### src/hw/rtl/rss_pkg.sv
// rss_pkg: widths, codes and the controller/datapath interface types
// of the running sample statistics unit
// no dependencies
`default_nettype none

package rss_pkg;

    // sizing of the arithmetic
    localparam int SAMPLE_BITS = 32;
    localparam int FRAC_BITS   = 16;

    localparam int WORD_W  = 32;                    // sample and count fields
    localparam int SUM_W   = 64;                    // running sums
    localparam int SCALE_W = 16;                    // scale register
    localparam int OUT_W   = 48;                    // scaled result fields
    localparam int MDIV_W  = WORD_W + SCALE_W;      // count times scale
    localparam int DIV_W   = SUM_W + FRAC_BITS;     // widest dividend
    localparam int DIV_CNT_W = $clog2(DIV_W);
    localparam int DIFF_W  = WORD_W + SUM_W;        // variance numerator
    localparam int RAD_W   = DIFF_W + 2 * FRAC_BITS;
    localparam int ROOT_W  = RAD_W / 2;
    localparam int SQ_CNT_W = $clog2(ROOT_W);
    localparam int ACC_W   = 2 * SUM_W + 2;         // signed accumulator
    localparam int PROD_W  = 2 * WORD_W;

    localparam logic [WORD_W-1:0] SAMPLE_MASK =
        WORD_W'((65'd1 << SAMPLE_BITS) - 65'd1);

    // item command codes
    localparam logic CMD_ADD    = 1'b0;
    localparam logic CMD_REPORT = 1'b1;

    // status codes
    localparam logic STATUS_OK  = 1'b0;
    localparam logic STATUS_OVF = 1'b1;

    // register index
    localparam logic REG_SCALE = 1'b0;

    // multiply terms of a report
    localparam logic [2:0] TERM_SCALE  = 3'd0;   // count * scale
    localparam logic [2:0] TERM_NSQ_LO = 3'd1;   // count * square sum low
    localparam logic [2:0] TERM_NSQ_HI = 3'd2;   // count * square sum high
    localparam logic [2:0] TERM_SUM_LL = 3'd3;   // sum low squared
    localparam logic [2:0] TERM_SUM_LH = 3'd4;   // sum low * sum high, twice
    localparam logic [2:0] TERM_SUM_HH = 3'd5;   // sum high squared

    // divide jobs of a report
    localparam logic [1:0] JOB_MIN  = 2'd0;
    localparam logic [1:0] JOB_MAX  = 2'd1;
    localparam logic [1:0] JOB_MEAN = 2'd2;
    localparam logic [1:0] JOB_STD  = 2'd3;

    // controller to datapath commands
    typedef struct packed {
        logic       load;
        logic       add_mul;
        logic       add_upd;
        logic       rpt_mul;
        logic       rpt_acc;
        logic [2:0] term;
        logic       sqrt_load;
        logic       sqrt_step;
        logic       div_load;
        logic       div_step;
        logic [1:0] job;
        logic       finish;
    } rss_cmd_t;

    // datapath to controller status
    typedef struct packed {
        logic sqrt_last;
        logic div_last;
        logic out_busy;
    } rss_stat_t;

endpackage

`default_nettype wire

### src/hw/rtl/rss_ctrl.sv
// rss_ctrl: sequencing state machine of the running sample statistics unit
// depends on rss_pkg
`default_nettype none

module rss_ctrl
    import rss_pkg::*;
(
    input  wire logic      clk,
    input  wire logic      rst_n,
    input  wire logic      cmd_valid,
    output logic           cmd_stall,
    input  wire logic      command,
    input  wire rss_stat_t stat,
    output rss_cmd_t       ctl
);

    typedef enum logic [9:0] {
        S_IDLE      = 10'b0000000001,
        S_ADD_MUL   = 10'b0000000010,
        S_ADD_UPD   = 10'b0000000100,
        S_RPT_MUL   = 10'b0000001000,
        S_RPT_ACC   = 10'b0000010000,
        S_SQRT_LOAD = 10'b0000100000,
        S_SQRT_RUN  = 10'b0001000000,
        S_DIV_LOAD  = 10'b0010000000,
        S_DIV_RUN   = 10'b0100000000,
        S_FINISH    = 10'b1000000000
    } ctl_state_t;

    ctl_state_t state_reg, state_next;
    logic [2:0] term_reg, term_next;
    logic [1:0] job_reg, job_next;

    // state registers
    always_ff @(posedge clk or negedge rst_n)
    begin
        if (!rst_n)
        begin
            state_reg <= S_IDLE;
            term_reg  <= TERM_SCALE;
            job_reg   <= JOB_MIN;
        end
        else
        begin
            state_reg <= state_next;
            term_reg  <= term_next;
            job_reg   <= job_next;
        end
    end

    assign cmd_stall = (state_reg != S_IDLE);

    // next state and commands
    always_comb
    begin
        state_next = state_reg;
        term_next  = term_reg;
        job_next   = job_reg;
        ctl        = '0;
        ctl.term   = term_reg;
        ctl.job    = job_reg;
        case (state_reg)
            S_IDLE:
            begin
                if (cmd_valid)
                begin
                    ctl.load  = 1'b1;
                    term_next = TERM_SCALE;
                    job_next  = JOB_MIN;
                    state_next = (command == CMD_REPORT) ? S_RPT_MUL : S_ADD_MUL;
                end
            end
            S_ADD_MUL:
            begin
                ctl.add_mul = 1'b1;
                state_next  = S_ADD_UPD;
            end
            S_ADD_UPD:
            begin
                if (!stat.out_busy)
                begin
                    ctl.add_upd = 1'b1;
                    state_next  = S_IDLE;
                end
            end
            S_RPT_MUL:
            begin
                ctl.rpt_mul = 1'b1;
                state_next  = S_RPT_ACC;
            end
            S_RPT_ACC:
            begin
                ctl.rpt_acc = 1'b1;
                if (term_reg == TERM_SUM_HH)
                begin
                    state_next = S_SQRT_LOAD;
                end
                else
                begin
                    term_next  = term_reg + 3'd1;
                    state_next = S_RPT_MUL;
                end
            end
            S_SQRT_LOAD:
            begin
                ctl.sqrt_load = 1'b1;
                state_next    = S_SQRT_RUN;
            end
            S_SQRT_RUN:
            begin
                ctl.sqrt_step = 1'b1;
                if (stat.sqrt_last)
                begin
                    state_next = S_DIV_LOAD;
                end
            end
            S_DIV_LOAD:
            begin
                ctl.div_load = 1'b1;
                state_next   = S_DIV_RUN;
            end
            S_DIV_RUN:
            begin
                ctl.div_step = 1'b1;
                if (stat.div_last)
                begin
                    if (job_reg == JOB_STD)
                    begin
                        state_next = S_FINISH;
                    end
                    else
                    begin
                        job_next   = job_reg + 2'd1;
                        state_next = S_DIV_LOAD;
                    end
                end
            end
            S_FINISH:
            begin
                if (!stat.out_busy)
                begin
                    ctl.finish = 1'b1;
                    state_next = S_IDLE;
                end
            end
            default:
            begin
                state_next = S_IDLE;
            end
        endcase
    end

endmodule

`default_nettype wire

### config.mk
export PLATFORM = sky130hd
export DESIGN_NAME = rss_ctrl
export DESIGN_NICKNAME = d
export VERILOG_FILES = /design/src/hw/rtl/rss_pkg.sv /design/src/hw/rtl/rss_ctrl.sv
export SDC_FILE = /design/constraint.sdc
export NUM_CORES = 1
export LEC_CHECK = 0
export BUFFER_PORTS_ARGS = -buffer_cell sky130_fd_sc_hd__buf_2
export CORE_MARGIN = 2
export CORE_UTILIZATION = 30
export CTS_BUF_LIST = sky130_fd_sc_hd__clkbuf_8
export CTS_CLUSTER_SIZE = 30
export DETAILED_ROUTE_END_ITERATION = 10
export GPL_TIMING_DRIVEN = 0
export SYNTH_ARGS = -nofsm -noshare
export SYNTH_HDL_FRONTEND = slang
export SYNTH_SLANG_ARGS = --single-unit
### constraint.sdc
create_clock -name clk -period 3.2 [get_ports clk]
set_input_delay 0.64 -clock clk [delete_from_list [all_inputs] [get_ports clk]]
set_output_delay 0.64 -clock clk [all_outputs]
set_load 0.05 [all_outputs]
Word level (Yosys, flattened, before mapping):

Index checks and enable logic that the tools add are counted.

* equal/unequal tests: 19
* muxes and demuxes: 27
* reduce and logical (&&, ||, !) cells: 6
* add/sub/neg operators: 2

Operators with widths (count)
* $pmux 10 s9: 1
* $mux 10: 5
* $mux 1: 12
* $ne 2x2->1 const B: 6
* $eq 10x1->1 const B: 1
* $eq 10x10->1 const B: 1
* $eq 10x2->1 const B: 1
* $eq 10x3->1 const B: 1
* $eq 10x4->1 const B: 1
* $eq 10x5->1 const B: 1
* $eq 10x6->1 const B: 1
* $eq 10x7->1 const B: 1
* $eq 10x8->1 const B: 1
* $eq 10x9->1 const B: 1
* $ne 10x1->1 const B: 1
* $reduce_and 4->1: 2
* $mux 2: 3
* $mux 3: 2
* $mux 6: 1
* $pmux 3 s2: 1
* $mux 4: 1
* $pmux 2 s2: 1
* $reduce_bool 2->1: 2
* $add 3x1->3 const B: 1
* other kinds (5): 5

* word-level logic and storage cells: 57
* input port bits: 7
* output and inout port bits: 16
* register bits after elaboration: 15

Longest topological paths before layout:

Gate-level depths: netlist of run 1.

* depth after elaboration: 4
* depth in mapped cells: 7
* depth with buffers taken out: 6

Least setup slack after synthesis of run 1:

No wires, ideal clock.

* path kind: register to output
* from: register state_reg[1]
* to: output port ctl[0] in the netlist's numbering
* required time: 2560 ps
* slack: -349 ps
* buffers on the path: 0
* cell stages (with the launch flop): 4
* data arrival time: 2909 ps
* path through: dfrtp_1 nor4_1 nand2_1 nor4b_1

RTL lines
* from (decl): line rss_ctrl.sv:30 `ctl_state_t state_reg, state_next;`
* from (signal assigned): line rss_ctrl.sv:45 `state_reg <= state_next;`
* to (decl): line rss_ctrl.sv:14 `output rss_cmd_t ctl`

==> results of run 1 <==
## through the flow
| step | TNS [ns] | cell area (um2) |
|---|---|---|
| after floorplan | -0.8028 | 1056 |
| after global placement | 0 | 1224 |
| after detailed placement | 0 | 1224 |
| after CTS | 0 | 1270 |
| after global routing | 0 | 1276 |
| final | 0 | 1276 |
## routing by layer
| layer | vias to the layer above | wire, um | global-route usage [%] |
|---|---|---|---|
| li1 | 512 | - | - |
| met1 | 472 | 1229 | 18.37 |
| met2 | 28 | 1233 | 23.67 |
| met3 | 0 | 146 | 3.750 |
| met4 | 0 | 0 | 3.611 |
| met5 | - | 0 | 0 |
## timing repair
action | 4_1_cts | 5_1_grt
endpoints found under the setup margin | 0 | 3
buffers inserted | 0 | 0
resized for setup | 0 | 1
## area by class of cell
class	count	share of cell area [%]
buffer	7	3.333
inverter	12	3.529
sequential	15	29.51
tap	46	4.510
multi-input combinational	95	46.86
clock inverter	1	0.3922
clock buffer	3	3.235
timing repair buffer	22	8.628
## cell usage in the layout (no fill, tap or decap), drive strengths merged, types with 2 or more instances in the layout
| cell | netlist | final |
|---|---|---|
| or3 | 2 | 2 |
| nor2 | 14 | 14 |
| a31oi | 2 | 2 |
| nand2b | 5 | 5 |
| clkbuf | 5 | 8 |
| buf | 2 | 24 |
| nand4b | 2 | 2 |
| o21ai | 8 | 8 |
| o22ai | 2 | 2 |
| nor3b | 2 | 2 |
| nand3 | 2 | 2 |
| nand2 | 11 | 11 |
| nor4 | 6 | 6 |
| dfrtp | 14 | 14 |
| ha | 3 | 3 |
| nor3 | 7 | 7 |
| inv | 12 | 12 |
| o21a | 2 | 2 |
| mux2i | 2 | 2 |
| a21oi | 8 | 8 |
| nor4b | 3 | 3 |
| xor2 | 2 | 2 |
## worst max-delay path, cell delays in order (launching register included)
cell,delay [ns]
dfstp_2,0.58
nor3b_1,0.49
or3b_1,0.42
buf_6,0.15
nor2_1,0.12
buf_2,0.28
## where the power goes
part           internal (mW)  total [mW]  switching, mW
logic                  0.180       0.528          0.349
registers              0.221       0.254         0.0329
clock network         0.0864       0.159         0.0723
total                  0.488       0.941          0.454
## cell families (layout without fill, tap and decap cells)
kind of cell | after synthesis | count (layout) | share of synthesized area [%]
adders and majority gates | 3 | 3 | 3.576
xor gates and xnor gates | 3 | 3 | 2.503
and+or+nand+nor | 57 | 57 | 29.80
DFF | 15 | 15 | 35.88
AOI/OAI and AO/OA | 30 | 30 | 18.00
buffers and inverters | 19 | 45 | 8.342
muxes | 2 | 2 | 1.907
## path summary, 6_finish.rpt
check	start	to	slack [ns]	depth (start not counted)
max	state_reg[0]	ctl[14]	0.26	5
max in group asynchronous	rst_n	state_reg[0]	2.61	1
max reg2reg	state_reg[0]	term_reg[2]	1.08	6
min in group clk	term_reg[2]	term_reg[2]	0.54	1
min	rst_n	state_reg[7]	0.29	1
min reg2reg	term_reg[2]	term_reg[2]	0.54	1
==> impl_results.md, run 1 <==
- Synth area leader: dfrtp_1
- Area grow syn2layout: 21.57%
- Crit path DAT: 2.30 ns
- CTS tree: yes
- DP Cell Count: 197
- Avg Cell Area, Syn: 8.138 um2
- Die height: roughly 63 um
- Min Clock Period, post-route: 2.936 ns
- Clock tree buffer depth: 2
- FFs w/ async S/R, synth: 100.0%
- TritonCTS buffer count: 3
- Die Footprint: 3989 um2
- Pre-CTS setup slack: ~0.45 ns
- Final Hold Violating Endpoints: 0
- Netlist cell types: 39
- # setup viols final: 0
- Routed via count: about 1.0k
- Pins over their slew limit: 0
- Status: finished, final reports clean
- Routability congestion estimate: 0.8396
- Drt first-iter violations: 83
- Hold crit path type: primary input to asynchronous set/reset pin
- Port buffer count: 22
- Vias in the first global route: 956
- Chip Width: 63.16 um
- Grt ovf: 0
- Setup crit end kind: output pin
- Pwr Total: 0.9415 mW
- Core area: 3337 um2
- Final Non-Filler Cells: 201
- Num Clock Sinks: 15
- Row count: 21
- Hold slack: between 0.2 and 0.3 ns
- Clock transition at the registers of the reported paths: 0.06 ns
- Syn Inst Count: 129
- # IOs: 23
- Register area: between 300 and 400 um2
- Slew HR: 62.52%
- Worst ir drop on vdd: 0.0004080 V
- Final setup margin: 0.2639 ns
- Main synth FF type: dfrtp_1
- FF+latch count, synth: 15
- Max FFs per register: 10
- Setup Skew: roughly 0.0012 ns
- Initial antenna violation count: 0
- Final cycle utilization of the critical path: 91.75%
- Sequential fraction of the synthesis area: 35.88%
- Worst setup SP type: flop
- Post-synth EDFFs: 0
- Fillers: roughly 370
- DP HPWL: 1984 um
- RSZ-0062 raised after global routing: false
- Gr usage total: between 10% and 20%
- Initial Util: 31.46%
- Worst Tran Pin Value: between 0.5 and 0.6 ns
- Clk Latency, worst-skew pair: 0.25 ns
- WL/cell: about 13 um
- Synth warnings: 0
- Leakage: 0.6260 nW
- Syn Nets: 139
- Final ANT Viol Nets: 0
- Crit-path max FO: 9
- CTS root buf: clkbuf_8
- Mapped Area: about 1000 um2
- Ranking of synthesized cells by area: dfrtp_1, nor2_1, inv_1
- Finished Core Util: 38.25%
- First-pass GRT wire length: 4471 um
- Pwr Density: 737.7 nW/um2
- Area of the multi-input gates: 598.1 um2
- Top-count cell post-synth: dfrtp_1
- # Max-Cap Violations: 0
- Iteration count of the initial detailed-routing pass: 4
- Critical Path RT: around 2.6 ns
- Critical path type: flop to output pin
- Share of cells above drive strength 1: 22.58%
- H-tree level count: 1
- Area share of the largest cell type after synthesis: between 30% and 40%
- Vias/cell: 5.035
- Layout net count: 166
- DR DRC count: 0
- Peak Freq: between 300 and 400 MHz
- CTS Hold Buffers Added: 0
- Post-synth top cells: dfrtp_1, nor2_1, inv_1
- Antenna diode count: 0
- Largest net degree at the start of global routing: 16
- Wirelength, routed: 2610 um
No activity file was read; power rests on OpenSTA's default activity.
==> run 2, diff against run 1 <==
--- a/config.mk
+++ b/config.mk
@@ -7,11 +7,13 @@
 export LEC_CHECK = 0
 export BUFFER_PORTS_ARGS = -buffer_cell sky130_fd_sc_hd__buf_2
 export CORE_MARGIN = 2
-export CORE_UTILIZATION = 30
+export CORE_UTILIZATION = 55
 export CTS_BUF_LIST = sky130_fd_sc_hd__clkbuf_8
 export CTS_CLUSTER_SIZE = 30
 export DETAILED_ROUTE_END_ITERATION = 10
 export GPL_TIMING_DRIVEN = 0
+export PLACE_DENSITY = 0.81
+export SLEW_MARGIN = 20
 export SYNTH_ARGS = -nofsm -noshare
 export SYNTH_HDL_FRONTEND = slang
 export SYNTH_SLANG_ARGS = --single-unit
==> impl_results.md, run 2 (same netlist as run 1, synthesis figures left out) <==
- Status: finished, final reports clean
- Critical Path RT: 2.56 ns (about the same)
- Setup crit end kind: output pin
- Clk Latency, worst-skew pair: 0.26 ns (about the same)
- Clk pwr share: 16.9% (about the same)
- Clock tree buffer depth: 2 (unchanged)
- H-tree level count: 1 (unchanged)
- Die height: 47.69 um (-24%)
- Commonest non-fill, non-tap cell in the layout: buf_2
- Iteration count of the initial detailed-routing pass: 4 (unchanged)
- Grt ovf: 0 (unchanged)
- Num Clock Sinks: 15 (unchanged)
- Setup Skew: 0.007951 ns (+0.006782 ns)
- Seq pwr share: 27.1% (about the same)
- Hold slack: 0.2750 ns (-0.01058 ns)
- Slew HR: 61.75% (-0.77 points)
- P_sw: 0.4625 mW (+1.9%)
- Drt first-iter violations: 22 (-73%)
- Critical path type: flop to output pin
- Critical-path cell list: nor3b_1 > or3b_1 > buf_6 > nor2_1 > buf_2
- Core area: 1764 um2 (-47%)
- TritonCTS buffer count: 3 (unchanged)
- Die Footprint: 2274 um2 (-43%)
- # IOs: 23 (unchanged)
- Initial Util: 59.50% (+28 points)
- WL/cell: 13.69 um (+5.5%)
- Row count: 15 (-29%)
- Chip Width: 47.69 um (-24%)
- CP max stage delay: 0.59 ns (about the same)
- Logic pwr share: 55.9% (-0.2 points)
- # Max-Cap Violations: 0 (unchanged)
- Clock transition at the registers of the reported paths: 0.07 ns (about the same)
- DR DRC count: 0 (unchanged)
- Wirelength, routed: 2465 um (-5.6%)
- Largest net degree at the start of global routing: 16 (unchanged)
- Worst ir drop on vdd: 0.0005162 V (+27%)
- Final cycle utilization of the critical path: 93.41% (+1.7 points)
- Peak Freq: 334.5 MHz (-1.8%)
- Setup bufs post-CTS: 0 (unchanged)
- DP HPWL: 1848 um (-6.8%)
- Flop2flop setup slack: 1.03 ns (-0.05 ns)
- # setup viols final: 0 (unchanged)
- Switching share of power: 48.60% (+0.40 points)
- CTS tree: yes
- First-pass GRT wire length: 4105 um (-8.2%)
- Routed via count: 1044 (+3.2%)
- Vias/cell: 5.800 (+15%)
- Fillers: 168 (-55%)
- Hold crit path type: primary input to asynchronous set/reset pin
- Final std cell area, no fill: 1252 um2 (-1.9%)
- Share of cells above drive strength 1: 22.58% (unchanged)
- Vias in the first global route: 909 (-4.9%)
- Initial antenna violation count: 0 (unchanged)
- Worst setup SP type: flop
- Cell Area, Placed: 1197 um2 (-2.1%)
- Port buffer count: 22 (unchanged)
- Gr usage total: 25.81% (+12 points)
- Pre-CTS setup slack: 0.4317 ns (-0.01523 ns)
- Layout net count: 166 (unchanged)
- RSZ-0062 raised after global routing: false
- Worst Tran Pin Value: 0.5725 ns (+0.01497 ns)
- Internal power: 0.4891 mW (+0.28%)
- Final Hold Violating Endpoints: 0 (unchanged)
- Crit path DAT: 2.35 ns (+0.05 ns)
- Crit-path max FO: 9 (unchanged)
- Pwr Density: 759.8 nW/um2 (+3.0%)
- Final ANT Viol Nets: 0 (unchanged)
- CP max stage cell: dfstp_2
- Routability congestion estimate: 0.8976 (+6.9%)
- Final setup margin: 0.2107 ns (-0.05312 ns)
- Min Clock Period, post-route: 2.989 ns (+0.05312 ns)
- Antenna diode count: 0 (unchanged)
- Leakage: 0.6222 nW (-0.60%)
- Max FFs per register: 10 (unchanged)
- Pins over their slew limit: 0 (unchanged)
- Finished Core Util: 70.99% (+33 points)
- Area grow syn2layout: 19.31%
- Most frequent cells in the layout: buf_2, dfrtp_1, nor2_1
- CTS root buf: clkbuf_8
run 2: timing repair:
action | 4_1_cts | 5_1_grt
endpoints found under the setup margin | 0 | 3
resized for setup | 0 | 1
hold buffers | 0 | 0
run 2: final cells by class:
| class | instances | area, um2 | share of cell area, % |
|---|---|---|---|
| clock buffer | 3 | 41.29 | 3.297 |
| buffer | 7 | 42.54 | 3.397 |
| sequential | 15 | 376.6 | 30.07 |
| multi-input combinational | 95 | 598.1 | 47.75 |
| inverter | 12 | 45.04 | 3.596 |
| clock inverter | 1 | 7.507 | 0.5994 |
| tap | 25 | 31.28 | 2.498 |
| timing repair buffer | 22 | 110.1 | 8.791 |
run 2: routing by layer:
metal | wire (um) | vias up | global-route usage, %
li1 | - | 513 | -
met1 | 1108 | 490 | 37.06
met2 | 1159 | 34 | 37.87
met3 | 147 | 7 | 3.774
met4 | 49 | 0 | 12.43
met5 | 0 | - | 0
run 2: worst paths after layout:
check / startpoint / to / cells after the start
max: state_reg[0] / ctl[14] / 5
min: rst_n / state_reg[4] / 1
max reg2reg: state_reg[0] / term_reg[2] / 6
min reg2reg: term_reg[2] / term_reg[2] / 1
max in group asynchronous: rst_n / state_reg[0] / 1
min in group clk: term_reg[2] / term_reg[2] / 1
run 2: stage by stage:
stage / TNS, ns / power [mW] / cells
2_1_floorplan: -0.8028 / 0.6715 / 129
3_3_place_gp: 0 / 0.7667 / 176
5_1_grt: 0 / 1.017 / 180
6_report: 0 / 0.9516 / 180
4_1_cts: 0 / 0.9481 / 180
3_5_place_dp: 0 / 0.7806 / 176
run 2: critical path: cells and delay by family (launching register included):
| kind | cells | cell delay, ns |
|---|---|---|
| buffers and inverters | 2 | 0.44 |
| and+or+nand+nor | 3 | 1.07 |
| DFF | 1 | 0.59 |
run 2: power groups by stage:
stage	clock network [mW]	registers, mW	logic [mW]
final	0.161	0.258	0.532
after global routing	0.169	0.264	0.585
after CTS	0.169	0.253	0.526
after detailed placement	0	0.256	0.524
after global placement	0	0.254	0.513
after floorplan	0	0.267	0.404
==> run 3, diff against run 2 <==
--- a/config.mk
+++ b/config.mk
@@ -8,11 +8,12 @@
 export BUFFER_PORTS_ARGS = -buffer_cell sky130_fd_sc_hd__buf_2
 export CORE_MARGIN = 2
 export CORE_UTILIZATION = 55
-export CTS_BUF_LIST = sky130_fd_sc_hd__clkbuf_8
 export CTS_CLUSTER_SIZE = 30
 export DETAILED_ROUTE_END_ITERATION = 10
 export GPL_TIMING_DRIVEN = 0
 export PLACE_DENSITY = 0.81
+export REMOVE_ABC_BUFFERS = 1
+export SKIP_CTS_REPAIR_TIMING = 1
 export SLEW_MARGIN = 20
 export SYNTH_ARGS = -nofsm -noshare
 export SYNTH_HDL_FRONTEND = slang
==> impl_results.md, run 3 (same netlist as run 1, synthesis figures left out) <==
- Status: finished, final reports clean
- DP Cell Count: 169 (-4.0%)
- CP Depth: 4 (-1)
- Crit path DAT: 2.40 ns (+0.05 ns)
- Routability congestion estimate: 0.8711 (-3.0%)
- DP HPWL: 1809 um (-2.1%)
- Commonest non-fill, non-tap cell in the layout: buf_2
- CP max stage delay: 0.58 ns (about the same)
- Hold slack: 0.2394 ns (-0.03560 ns)
- Final cycle utilization of the critical path: 95.00% (+1.6 points)
- Pwr Density: 736.6 nW/um2 (-3.0%)
- Logic pwr share: 55.8% (about the same)
- Setup Skew: 0.001319 ns (-0.006632 ns)
- RR Endpoint: state_reg[3]
- Share of cells above drive strength 1: 20.95% (-1.6 points)
- Iteration count of the initial detailed-routing pass: 4 (unchanged)
- Chip Width: 47.69 um (unchanged)
- H-tree level count: 1 (unchanged)
- TritonCTS buffer count: 3 (unchanged)
- CTS root buf: clkbuf_4
- Drt first-iter violations: 44 (+100%)
- Clock transition at the registers of the reported paths: 0.09 ns (+0.02 ns)
- Vias/cell: 5.809 (+0.16%)
- Grt ovf: 0 (unchanged)
- Max FFs per register: 10 (unchanged)
- Port buffer count: 22 (unchanged)
- Gr usage total: 23.91% (-1.9 points)
- CTS tree: yes
- Worst setup SP type: flop
- Most frequent cells in the layout: buf_2, dfrtp_1, nor2_1
- # setup viols final: 0 (unchanged)
- Switching share of power: 51.17% (+2.6 points)
- Final Hold Violating Endpoints: 0 (unchanged)
- Min Clock Period, post-route: 3.040 ns (+0.05089 ns)
- Critical R2R Launch: state_reg[8]
- Crit-path max FO: 9 (unchanged)
- Slew HR: 56.45% (-5.3 points)
- # IOs: 23 (unchanged)
- Hold crit path type: primary input to asynchronous set/reset pin
- First-pass GRT wire length: 3795 um (-7.6%)
- Wirelength, routed: 2409 um (-2.3%)
- Clk pwr share: 13.0% (-3.9 points)
- Largest net degree at the start of global routing: 16 (unchanged)
- WL/cell: 13.92 um (+1.7%)
- Fillers: 164 (-2.4%)
- Setup crit end kind: output pin
- Critical path type: flop to output pin
- Final ANT Viol Nets: 0 (unchanged)
- Peak Freq: 328.9 MHz (-1.7%)
- R2R depth: 5 (-1)
- Clk Latency, worst-skew pair: 0.29 ns (+0.03 ns)
- RSZ-0062 raised after global routing: false
- # Max-Cap Violations: 0 (unchanged)
- Area grow syn2layout: 12.99%
- Critical Path RT: 2.56 ns (about the same)
- Pwr Total: 0.8738 mW (-8.2%)
- Worst Tran Pin Value: 0.6478 ns (+0.07527 ns)
- Num Clock Sinks: 15 (unchanged)
- Core area: 1764 um2 (unchanged)
- Critical-path cell list: or4_4 > or3b_1 > nor2_1 > buf_2
- CP max stage cell: or4_4
- P_sw: 0.4472 mW (-3.3%)
- Cell class contributing the biggest share of worst-path delay: simple AND/OR/NAND/NOR gates
- Clock tree buffer depth: 2 (unchanged)
- Worst path bufs/invs: 1 (-1)
- Seq pwr share: 31.2% (+4.1 points)
- Leakage: 0.5965 nW (-4.1%)
- DR DRC count: 0 (unchanged)
- Worst ir drop on vdd: 0.0006541 V (+27%)
- Internal power: 0.4266 mW (-13%)
- Antenna diode count: 0 (unchanged)
- Row count: 15 (unchanged)
- Final Non-Filler Cells: 173 (-3.9%)
- Die height: 47.69 um (unchanged)
- Flop2flop setup slack: 1.01 ns (-0.02 ns)
- Pins over their slew limit: 0 (unchanged)
- Initial Util: 59.50% (unchanged)
- Die Footprint: 2274 um2 (unchanged)
- Layout net count: 159 (-4.2%)
- Vias in the first global route: 840 (-7.6%)
- Routed via count: 1005 (-3.7%)
- Initial antenna violation count: 0 (unchanged)
## run 3: cell types whose count changed in the layout (fill, tap and decap cells not counted), sizes merged
cell,before,now
buf,24,22
clkinvlp,1,0
clkbuf,8,4
## run 3: metrics by stage
stage                     setup WS, ns  utilization (%)  TNS, ns  area, um2
after CTS                      0.06504            66.60        0       1175
after global routing           0.09207            67.23        0       1186
after global placement          0.4199            65.11        0       1149
after floorplan                -0.3492                -   -1.038       1007
final                           0.1599            67.23        0       1186
after detailed placement        0.3761            65.11        0       1149
## run 3: worst max path at each step
| stage | startpoint | end |
|---|---|---|
| floorplan | state_reg[1] | ctl[0] |
| global placement | state_reg[1] | ctl[3] |
| detailed placement | state_reg[1] | ctl[3] |
| CTS | state_reg[1] | ctl[3] |
| global route | state_reg[8] | ctl[14] |
| finish | state_reg[8] | ctl[14] |
## run 3: final cells by class
cell class	count	area [um2]	share of cell area, %
Inverter	12	45.04	3.797
Timing Repair Buffer	22	110.1	9.283
Multi-Input combinational cell	95	596.8	50.32
Tap cell	25	31.28	2.637
Clock buffer	4	26.28	2.215
Sequential cell	15	376.6	31.75
## run 3: metal layers
metal  wire length, um  track usage (%)  share of wire, %  vias to the layer above
met3               103            2.264               4.3                        4
met2              1125            36.00                47                       34
met4                37            11.89               1.5                        0
met1              1143            34.28                47                      466
met5                 0                0                 0                        -
li1                  -                -                 -                      501
## run 3: power by group through the flow
stage / clock (mW) / combinational (mW) / sequential, mW
floorplan: 0 / 0.360 / 0.280
global placement: 0 / 0.461 / 0.270
detailed placement: 0 / 0.474 / 0.272
CTS: 0.112 / 0.477 / 0.268
global route: 0.119 / 0.527 / 0.277
finish: 0.113 / 0.488 / 0.273
